[config.mk]
export PLATFORM = sky130hd
export DESIGN_NAME = red_drop_mark_decision_top
export DESIGN_NICKNAME = d
export VERILOG_FILES = /design/src/hw/rtl/rdmd_pkg.sv /design/src/hw/rtl/rdmd_div.sv /design/src/hw/rtl/red_drop_mark_decision_top.sv
export SDC_FILE = /design/constraint.sdc
export NUM_CORES = 2
export LEC_CHECK = 0
export BUFFER_PORTS_ARGS = -buffer_cell sky130_fd_sc_hd__buf_2
export CAP_MARGIN = 20
export CORE_ASPECT_RATIO = 0.7
export CORE_MARGIN = 1.5
export CORE_UTILIZATION = 35
export DETAILED_ROUTE_END_ITERATION = 8
export MAX_ROUTING_LAYER = met4
export SYNTH_ARGS = -nofsm -noshare
export SYNTH_HDL_FRONTEND = slang
export SYNTH_SLANG_ARGS = --single-unit
[constraint.sdc]
create_clock -name aclk -period 15.95 [get_ports aclk]
set_input_delay 0.7975 -clock aclk [delete_from_list [all_inputs] [get_ports aclk]]
set_output_delay 0.7975 -clock aclk [all_outputs]
set_load 0.01 [all_outputs]
[src/hw/rtl/rdmd_pkg.sv]
// Package for the RED drop and mark decision block.
// Holds the payload structs and the action, cause and register codes.
// Depends on nothing.
`timescale 1ns / 1ps
`default_nettype none
package rdmd_pkg;

    typedef struct packed {
        logic [3:0]  queue_index;
        logic [23:0] avg_length;
        logic [15:0] current_length;
        logic [15:0] min_threshold;
        logic [15:0] max_threshold;
        logic [15:0] random_fraction;
    } in_t;

    typedef struct packed {
        logic [1:0] action;
        logic [1:0] cause;
    } out_t;

    localparam logic [1:0] ACT_ACCEPT = 2'd0;
    localparam logic [1:0] ACT_DROP   = 2'd1;
    localparam logic [1:0] ACT_MARK   = 2'd2;

    localparam logic [1:0] CAUSE_NONE = 2'd0;
    localparam logic [1:0] CAUSE_PROB = 2'd1;
    localparam logic [1:0] CAUSE_AVG  = 2'd2;
    localparam logic [1:0] CAUSE_CUR  = 2'd3;

    localparam logic [3:0] CFG_MAXP = 4'd0;
    localparam logic [3:0] CFG_MARK = 4'd1;

    localparam logic [15:0] MAXP_RESET = 16'd6554;

endpackage
`default_nettype wire

[src/hw/rtl/rdmd_div.sv]
// Radix-2 restoring divider for the base drop probability, one quotient bit a cycle.
// Produces a 32-bit quotient of a 56-bit dividend by a 24-bit divisor.
// Depends on nothing.
`timescale 1ns / 1ps
`default_nettype none
module rdmd_div (
    input  wire logic        aclk,
    input  wire logic        aresetn,
    input  wire logic        start,
    input  wire logic [39:0] product,
    input  wire logic [23:0] divisor,
    output logic             done,
    output logic [31:0]      quotient
);
    logic [23:0] rem_reg, rem_next;
    logic [31:0] bits_reg, bits_next;
    logic [31:0] quot_reg, quot_next;
    logic [23:0] den_reg, den_next;
    logic [5:0]  cnt_reg, cnt_next;
    logic        busy_reg, busy_next;
    logic        done_reg, done_next;
    logic [24:0] trial;

    always_comb begin
        rem_next  = rem_reg;
        bits_next = bits_reg;
        quot_next = quot_reg;
        den_next  = den_reg;
        cnt_next  = cnt_reg;
        busy_next = busy_reg;
        done_next = 1'b0;
        trial     = {rem_reg, bits_reg[31]};
        if (start) begin
            rem_next  = product[39:16];
            bits_next = {product[15:0], 16'h0000};
            den_next  = divisor;
            cnt_next  = 6'd0;
            busy_next = 1'b1;
        end else if (busy_reg) begin
            bits_next = {bits_reg[30:0], 1'b0};
            if (trial >= {1'b0, den_reg}) begin
                rem_next  = 24'(trial - {1'b0, den_reg});
                quot_next = {quot_reg[30:0], 1'b1};
            end else begin
                rem_next  = trial[23:0];
                quot_next = {quot_reg[30:0], 1'b0};
            end
            cnt_next = cnt_reg + 6'd1;
            if (cnt_reg == 6'd31) begin
                busy_next = 1'b0;
                done_next = 1'b1;
            end
        end
    end

    always_ff @(posedge aclk) begin
        rem_reg  <= rem_next;
        bits_reg <= bits_next;
        quot_reg <= quot_next;
        den_reg  <= den_next;
        cnt_reg  <= cnt_next;
        if (!aresetn) begin
            busy_reg <= 1'b0;
            done_reg <= 1'b0;
        end else begin
            busy_reg <= busy_next;
            done_reg <= done_next;
        end
    end

    assign done     = done_reg;
    assign quotient = quot_reg;
endmodule
`default_nettype wire

[src/hw/rtl/red_drop_mark_decision_top.sv]
// Top level of the RED drop and mark decision block.
// Depends on rdmd_pkg and rdmd_div.
//
// One decision is made per packet transaction, one at a time. A packet for a queue in range
// whose average lies between its thresholds takes the probability path: the 32-step serial
// divider that forms the base probability, followed by a multiply, a subtraction and a
// second multiply for the final comparison. Any other packet skips that path and has its
// result set in the read state or, for a queue out of range, straight from idle. A result
// that is not taken holds the next decision back until it is. The per-queue counters sit
// in a small synchronous memory with valid bits cleared by reset, so no clearing pass is
// needed.
`timescale 1ns / 1ps
`default_nettype none
module red_drop_mark_decision_top #(
    parameter int NUM_QUEUES = 16
) (
    input  wire logic           aclk,
    input  wire logic           aresetn,
    input  wire logic           cfg_wen,
    input  wire logic [3:0]     cfg_index,
    input  wire logic [15:0]    cfg_wdata,
    input  wire logic           s_valid,
    output logic                s_ready,
    input  wire rdmd_pkg::in_t  s_data,
    output logic                m_valid,
    input  wire logic           m_ready,
    output rdmd_pkg::out_t      m_data
);
    localparam int AW = (NUM_QUEUES > 1) ? $clog2(NUM_QUEUES) : 1;

    localparam logic [2:0] ST_IDLE = 3'd0;
    localparam logic [2:0] ST_READ = 3'd1;
    localparam logic [2:0] ST_DIV  = 3'd2;
    localparam logic [2:0] ST_CPB  = 3'd3;
    localparam logic [2:0] ST_MULH = 3'd4;
    localparam logic [2:0] ST_MULL = 3'd5;
    localparam logic [2:0] ST_CMP  = 3'd6;
    localparam logic [2:0] ST_FIN  = 3'd7;

    localparam logic [1:0] RG_PROB = 2'd0;
    localparam logic [1:0] RG_AVG  = 2'd1;
    localparam logic [1:0] RG_CUR  = 2'd2;
    localparam logic [1:0] RG_NONE = 2'd3;

    logic [16:0] mem [NUM_QUEUES];
    logic [NUM_QUEUES-1:0] vld_reg;
    logic [16:0] rd_reg;

    logic [2:0]  state_reg, state_next;
    logic [15:0] maxp_reg;
    logic        mark_reg;
    logic [15:0] rnd_reg;
    logic [1:0]  region_reg;
    logic [AW-1:0] addr_reg;
    logic [15:0] cnt_reg, cnt_next;
    logic [39:0] prod_reg;
    logic [23:0] den_reg;
    logic [31:0] pb_reg;
    logic [47:0] cpb_reg;
    logic [48:0] ph_reg;
    logic [47:0] pl_reg;
    logic [31:0] x_reg;
    logic [32:0] d_reg;
    rdmd_pkg::out_t res_reg, res_next;
    logic        m_valid_reg;
    rdmd_pkg::out_t m_data_reg;

    logic        accept;
    logic [AW+3:0] q_ext;
    logic [AW-1:0] q_addr;
    logic        q_in_range;
    logic [23:0] lo8, hi8;
    logic [1:0]  region;
    logic [16:0] cur_cnt;
    logic        div_start, div_done;
    logic [31:0] div_quot;
    logic        wr_en;
    logic [16:0] wr_data;
    logic [1:0]  hit_act;
    logic [65:0] lhs;
    logic        hit;

    assign accept     = s_valid && s_ready;
    assign s_ready    = (state_reg == ST_IDLE);
    assign q_ext      = {{AW{1'b0}}, s_data.queue_index};
    assign q_addr     = q_ext[AW-1:0];
    assign q_in_range = ({5'd0, s_data.queue_index} < 9'(NUM_QUEUES));
    assign lo8        = {s_data.min_threshold, 8'h00};
    assign hi8        = {s_data.max_threshold, 8'h00};
    assign cur_cnt    = vld_reg[addr_reg] ? rd_reg : 17'd0;
    assign hit_act    = mark_reg ? rdmd_pkg::ACT_MARK : rdmd_pkg::ACT_DROP;
    assign lhs        = {1'b0, ph_reg, 16'h0000} + {18'd0, pl_reg};
    assign hit        = lhs <= {2'b00, pb_reg, 32'h0};

    always_comb begin
        if (lo8 <= s_data.avg_length && s_data.avg_length < hi8) begin
            region = RG_PROB;
        end else if (s_data.avg_length >= hi8) begin
            region = RG_AVG;
        end else if (s_data.current_length >= s_data.max_threshold) begin
            region = RG_CUR;
        end else begin
            region = RG_NONE;
        end
    end

    always_comb begin
        if (cur_cnt[16]) begin
            cnt_next = 16'd0;
        end else if (cur_cnt[15:0] == 16'hFFFF) begin
            cnt_next = 16'hFFFF;
        end else begin
            cnt_next = cur_cnt[15:0] + 16'd1;
        end
    end

    always_comb begin
        state_next = state_reg;
        res_next   = res_reg;
        wr_en      = 1'b0;
        wr_data    = 17'd0;
        div_start  = 1'b0;
        case (state_reg)
            ST_IDLE: begin
                if (accept) begin
                    if (q_in_range) begin
                        state_next = ST_READ;
                    end else begin
                        res_next   = '{action: rdmd_pkg::ACT_ACCEPT,
                                       cause: rdmd_pkg::CAUSE_NONE};
                        state_next = ST_FIN;
                    end
                end
            end
            ST_READ: begin
                case (region_reg)
                    RG_PROB: begin
                        div_start  = 1'b1;
                        state_next = ST_DIV;
                    end
                    RG_AVG: begin
                        wr_en      = 1'b1;
                        res_next   = '{action: hit_act, cause: rdmd_pkg::CAUSE_AVG};
                        state_next = ST_FIN;
                    end
                    RG_CUR: begin
                        wr_en      = 1'b1;
                        res_next   = '{action: hit_act, cause: rdmd_pkg::CAUSE_CUR};
                        state_next = ST_FIN;
                    end
                    default: begin
                        wr_en      = 1'b1;
                        wr_data    = 17'h1FFFF;
                        res_next   = '{action: rdmd_pkg::ACT_ACCEPT,
                                       cause: rdmd_pkg::CAUSE_NONE};
                        state_next = ST_FIN;
                    end
                endcase
            end
            ST_DIV: begin
                if (div_done) begin
                    state_next = ST_CPB;
                end
            end
            ST_CPB: begin
                state_next = ST_MULH;
            end
            ST_MULH: begin
                state_next = ST_MULL;
            end
            ST_MULL: begin
                state_next = ST_CMP;
            end
            ST_CMP: begin
                wr_en = 1'b1;
                if (cpb_reg[47:32] != 16'd0 || hit) begin
                    wr_data  = 17'd0;
                    res_next = '{action: hit_act, cause: rdmd_pkg::CAUSE_PROB};
                end else begin
                    wr_data  = {1'b0, cnt_reg};
                    res_next = '{action: rdmd_pkg::ACT_ACCEPT,
                                 cause: rdmd_pkg::CAUSE_NONE};
                end
                state_next = ST_FIN;
            end
            ST_FIN: begin
                if (!m_valid_reg || m_ready) begin
                    state_next = ST_IDLE;
                end
            end
            default: begin
                state_next = ST_IDLE;
            end
        endcase
    end

    rdmd_div u_div (
        .aclk     (aclk),
        .aresetn  (aresetn),
        .start    (div_start),
        .product  (prod_reg),
        .divisor  (den_reg),
        .done     (div_done),
        .quotient (div_quot)
    );

    always_ff @(posedge aclk) begin
        if (accept) begin
            rd_reg <= mem[q_addr];
        end
        if (wr_en) begin
            mem[addr_reg] <= wr_data;
        end
    end

    always_ff @(posedge aclk) begin
        if (accept) begin
            rnd_reg    <= s_data.random_fraction;
            region_reg <= region;
            addr_reg   <= q_addr;
            den_reg    <= 24'(hi8 - lo8);
            prod_reg   <= 40'(maxp_reg) * 40'(24'(s_data.avg_length - lo8));
        end
        if (state_reg == ST_READ) begin
            cnt_reg  <= cnt_next;
        end
        if (div_done) begin
            pb_reg <= div_quot;
        end
        if (state_reg == ST_CPB) begin
            cpb_reg <= 48'(cnt_reg) * 48'(pb_reg);
            x_reg   <= {rnd_reg, 16'h0000} + 32'd1;
        end
        if (state_reg == ST_MULH) begin
            d_reg  <= 33'h1_0000_0000 - {1'b0, cpb_reg[31:0]};
        end
        if (state_reg == ST_MULL) begin
            ph_reg <= 49'(x_reg) * 49'(d_reg[32:16]);
            pl_reg <= 48'(x_reg) * 48'(d_reg[15:0]);
        end
        res_reg <= res_next;
        if (state_reg == ST_FIN && (!m_valid_reg || m_ready)) begin
            m_data_reg <= res_reg;
        end
        if (!aresetn) begin
            state_reg   <= ST_IDLE;
            vld_reg     <= '0;
            maxp_reg    <= rdmd_pkg::MAXP_RESET;
            mark_reg    <= 1'b0;
            m_valid_reg <= 1'b0;
        end else begin
            state_reg <= state_next;
            if (wr_en) begin
                vld_reg[addr_reg] <= 1'b1;
            end
            if (cfg_wen && cfg_index == rdmd_pkg::CFG_MAXP) begin
                maxp_reg <= cfg_wdata;
            end
            if (cfg_wen && cfg_index == rdmd_pkg::CFG_MARK) begin
                mark_reg <= cfg_wdata[0];
            end
            if (state_reg == ST_FIN && (!m_valid_reg || m_ready)) begin
                m_valid_reg <= 1'b1;
            end else if (m_ready) begin
                m_valid_reg <= 1'b0;
            end
        end
    end

    assign m_valid = m_valid_reg;
    assign m_data  = m_data_reg;
endmodule
`default_nettype wire
Word level (Yosys, flattened, before mapping)
Memory sizes are Yosys's and may differ from the RTL's. A register that Yosys moved wholly into a read port is not among the register bits. Cells that the tools add are included.

RAM bits: 272. Input port bits: 117. Register bits: 493. Memories kept: 1. Word-level logic and storage cells: 130. Bits in latches: 0. ROM bits: 0.

Reductions and logical operators: 22. Div/mod/pow operators: 0. Bitwise operators: 4. Multiplexer cells: 38. Multiply operators: 4. Magnitude comparators: 8. Shift-type cells: 0. $add $sub $neg: 8. Equality and inequality tests: 16.

Memories: mem (depth 16, bits a word 17, rd ports 1, clocked after memory_dff 1, write ports 1, RTL line red_drop_mark_decision_top.sv:45) `logic [16:0] mem [NUM_QUEUES];`.

Operators by type and width (number): 24-bit two-way mux (3); 24-bit subtractor (3); 65-bit by 48-bit adder with 66-bit output (1); 66-bit by 64-bit <= comparator with 1-bit output (1); 32-bit two-way mux (2); 32-bit by 17-bit multiplier with 49-bit output (1); 16-bit by 32-bit multiplier with 48-bit output (1); 32-bit by 16-bit multiplier with 48-bit output (1); 16-bit by 24-bit multiplier with 40-bit output (1); 17-bit two-way mux (2); 17-bit one-hot mux with 2 select lines (1); 33-bit by 32-bit subtractor with 33-bit output, first input constant (1); 32-bit by 1-bit adder with 32-bit output, second input constant (1); 16-bit two-way mux (2); 25-bit by 24-bit >= comparator with 1-bit output (1); 24-bit >= comparator (1); 24-bit <= comparator (1); 24-bit < comparator (1); 3-bit one-hot mux with 8 select lines (1); 16-bit by 1-bit adder with 16-bit output, second input constant (1); 16-bit == test, second input constant (1); 16-bit >= comparator (1); 1-bit two-way mux (16); 16-bit OR (1); other kinds (33) (54).

Longest topological paths before layout
Depth in word-level cells: 5. Mapped depth: 35. Gate-level depth less buffers: 35.

By module
Synthesis repeated with hierarchy kept, for this count alone.

Cell total of the unflattened synthesis: 7424. Area, all modules: 78540.3 sq um.

Modules (own cells, without submodules): red_drop_mark_decision_top (sequential area each 19268.5 sq um, area an instance 73336.6 sq um, cells each 7014, times used 1); rdmd_div (sequential area each 3042.9 sq um, area an instance 5203.7 sq um, cells each 410, times used 1).

Least setup slack after synthesis
Ideal clock, no wire load.

Path type: in2reg. Start: in s_data[72] (netlist bit). End: reg prod_reg[38], data pin. Library setup time: 0.258 ns. Setup slack: 7.577 ns. Arrival time: 8.115 ns. Required time: 15.692 ns. Buffers on the path: 1. Stages on the path: 34. Cells stage by stage: inv_1 ha_1 inv_1 fa_1 a21o_1 a21oi_1 o21bai_1 a21oi_1 o21bai_1 a21oi_1 o21bai_1 a21oi_1 xnor2_1 clkbuf_1 nand2_1 fa_1 fa_1 fa_1 inv_1 fa_1 fa_1 inv_1 fa_1 inv_1 ha_1 o21a_1 o21ai_0 a211o_1 nand2_1 o41ai_4 o311ai_1 a221o_1 a21oi_1 xnor2_1.

Cells in the longest elaborated chain, start to end: 2.

RTL lines: from (decl) (RTL line red_drop_mark_decision_top.sv:24) `input wire rdmd_pkg::in_t s_data,`; 24-bit subtractor (RTL line red_drop_mark_decision_top.sv:222) `prod_reg <= 40'(maxp_reg) * 40'(24'(s_data.avg_length - lo8));`; 16-bit by 24-bit multiplier with 40-bit output (RTL line red_drop_mark_decision_top.sv:222); to (signal assigned) (RTL line red_drop_mark_decision_top.sv:222); to (decl) (RTL line red_drop_mark_decision_top.sv:56) `logic [39:0] prod_reg;`.

Every way passes these cells. A chain may end at the register's enable or synchronous reset.

Worst setup path after layout
Ends and elaborated chain as after synthesis.

==> flow_metrics.tcl <==
set metrics [dict create \
    status "finished clean" \
    synth-edff-count 705 \
    syn2layout_area_growth_pct 8.787 \
    drc 0 \
    cts_root_buf "clkbuf_16" \
    yosys_register_bits 750 \
    period_needed_ns 8.594 \
    die_w_microns 566.8 \
    required_ns 16.42 \
    cpMostUsedCell "fa_1" \
    hold_class "input port to register" \
    rsz0062_at_grt "no" \
    wl_microns 202900 \
    antenna_found_initial 9 \
    drt-pass1-iter-count 5 \
    drt-initial-drc-count 3824 \
    slowest_delay_ns 0.63 \
    fill_cells 21561 \
    final_hold_viol_count 0 \
    nNetsFinal 9231 \
    grt_max_degree 73 \
    final_cell_mix "inv_1, nand2_1, fa_1" \
    cts_made_buffers 83 \
    largest_register_ffs 272 \
    yosysTopAreaCellShare 0.2904 \
    wl_per_cell_microns 19.56 \
    clock_path_buffers 3 \
    hold_buffers 0 \
    synth_seq_area_share 0.2834 \
    track_usage 0.1891 \
    worst_slew_pin_slew_ns 1.126 \
    yosys_warnings 0 \
    crit_type "input port to register" \
    cp-end-kind "register" \
    cts_setup_buffers 0 \
    setup-tns-final_ns 0 \
    hpwl_microns 149800 \
    synthCells 7381 \
    clock_sinks 750 \
    drive_above_1_share 0.06857 \
    gp_congestion 0.8982 \
    critPathSlowestCell "o311ai_1" \
    port_buffers 122 \
    clock_latency_ns 0.72 \
    critical-path-top-delay-family "adder cells" \
    cp.arrival_ns 9.07 \
    grt_pass1_wl_microns 323000 \
    multi_input_area_sq_mm 0.04977 \
    grt.overflow.total 0 \
    die_h_microns 397.7 \
    first_global_vias 55110 \
    layout_commonest_cell "inv_1" \
    slew_headroom 0.2492 \
    htree_levels 3 \
    crit_fanout 16 \
    syn-cell-area_sq_mm 0.07789 \
    die_area_sq_mm 0.2254 \
    vias 52789 \
    syn_nets 9225 \
    path_clk_slew_ns 0.06 \
    max_freq_ghz 0.1164 \
    rows 144 \
    cts_resized 0 \
    finalSetupViolCount 0 \
    maxSlewViolCount 0 \
    synthFlopType "edfxtp_1" \
    fp.coreArea_sq_mm 0.2205 \
    final-seq-area_sq_mm 0.02207 \
    async_flop_share 0 \
    yosys.area.top_type "fa_1" \
    initial_utilization 0.3532 \
    fin_crit_sh 0.5388 \
    drv_cap 0 \
    avgSynthCellArea_sq_um 10.55 \
    routed_via_density 5.088 \
    crit_buf_inv 8 \
    synthDistinctLibCells 104 \
    yosys-top-cells-area "fa_1, edfxtp_1, ha_1" \
    start_kind "input port" \
    drtAntennaViolNets 0 \
    pin_count 123 \
    fin_skew_ns 0.07484 \
    cts_tree "yes" \
]
stage by stage:
stage	util	instances	cell area, sq um	setup slack [ns]	hold WS (ns)
finish	0.3842	10375	84730	7.356	0.2556
global route	0.3842	10373	84730	6.840	0.2333
CTS	0.3841	10371	84700	7.522	0.2013
detailed placement	0.3712	10221	81870	6.737	0.4045
global placement	0.3712	10221	81870	6.821	0.4005
floorplan	-	7381	77890	7.577	0.4003
worst reg2reg max path, cell delays in order, from the launching register on:
cell       delay [ns]
edfxtp_1         1.02
nand2_1          0.20
fa_1             0.59
inv_1            0.05
fa_1             0.50
inv_1            0.05
fa_1             0.53
inv_1            0.05
fa_1             0.48
inv_1            0.05
fa_1             0.48
inv_1            0.05
fa_1             0.44
ha_1             0.37
a21oi_1          0.17
o221a_2          0.22
o22ai_1          0.12
o41ai_2          0.87
o221ai_1         0.38
a21oi_2          0.36
o41ai_2          0.16
a311oi_2         0.52
mux2i_1          0.26
o2111ai_1        0.13
kinds of logic (layout without fill, tap and decap cells):
| family | Yosys count | after routing | share of synthesized area |
|---|---|---|---|
| other cells | 0 | 3 | 0 |
| mux | 112 | 112 | 0.02892 |
| fa+ha+maj | 1727 | 1727 | 0.3864 |
| flops | 750 | 750 | 0.2834 |
| xor+xnor | 242 | 242 | 0.02721 |
| simple gates | 2199 | 2199 | 0.1329 |
| compound gates | 707 | 707 | 0.06172 |
| buf+inv | 1644 | 1715 | 0.07947 |
layout make-up:
type | count | area share
Inverter | 1349 | 0.05976
Clock buffer | 102 | 0.02583
Clock inverter | 48 | 0.007605
Sequential cell | 750 | 0.2605
Timing Repair Buffer | 216 | 0.01571
Tap cell | 2920 | 0.04312
Multi-Input combinational cell | 4987 | 0.5874
Antenna cell | 3 | 0.00008860
cell usage after synthesis (19+ instances only):
library cell     n
nor3_1          56
nand2b_1        40
o21a_1          53
dfxtp_1         45
fa_1          1130
nor4_1          19
o21ai_0         95
nand3_1         62
ha_1           597
nand2_1       1167
a21oi_1        220
clkbuf_1       279
and3_1          22
and2_1         476
mux4_2          90
a21o_1         101
o21bai_1        35
nand4_1         38
a21boi_0        19
edfxtp_1       705
nor2_1         190
inv_1         1346
xnor2_1        188
nor2b_1         37
xor2_1          54
a211oi_1        19
layer usage:
layer  GRT usage  vias up  routed length [microns]
met4     0.03897        0                     3959
li1            -    23600                        -
met3     0.03269      254                    15280
met2      0.2721     1708                    86550
met1      0.2782    27227                    97130
met5           -        -                        0
final timing paths:
| kind | depth (start not counted) | endpoint | start | slack, ns |
|---|---|---|---|---|
| setup / recovery | 36 | prod_reg[38] | s_data[72] | 7.36 |
| hold / removal | 1 | rnd_reg[14] | s_data[14] | 0.26 |
| setup reg to reg | 23 | cpb_reg[45] | pb_reg[7] | 7.71 |
| hold reg to reg | 0 | u_div.den_reg[17] | den_reg[17] | 0.41 |
Power is not shown: default switching activity piles up to over one toggle a cycle in this logic, so the estimate is an artifact.
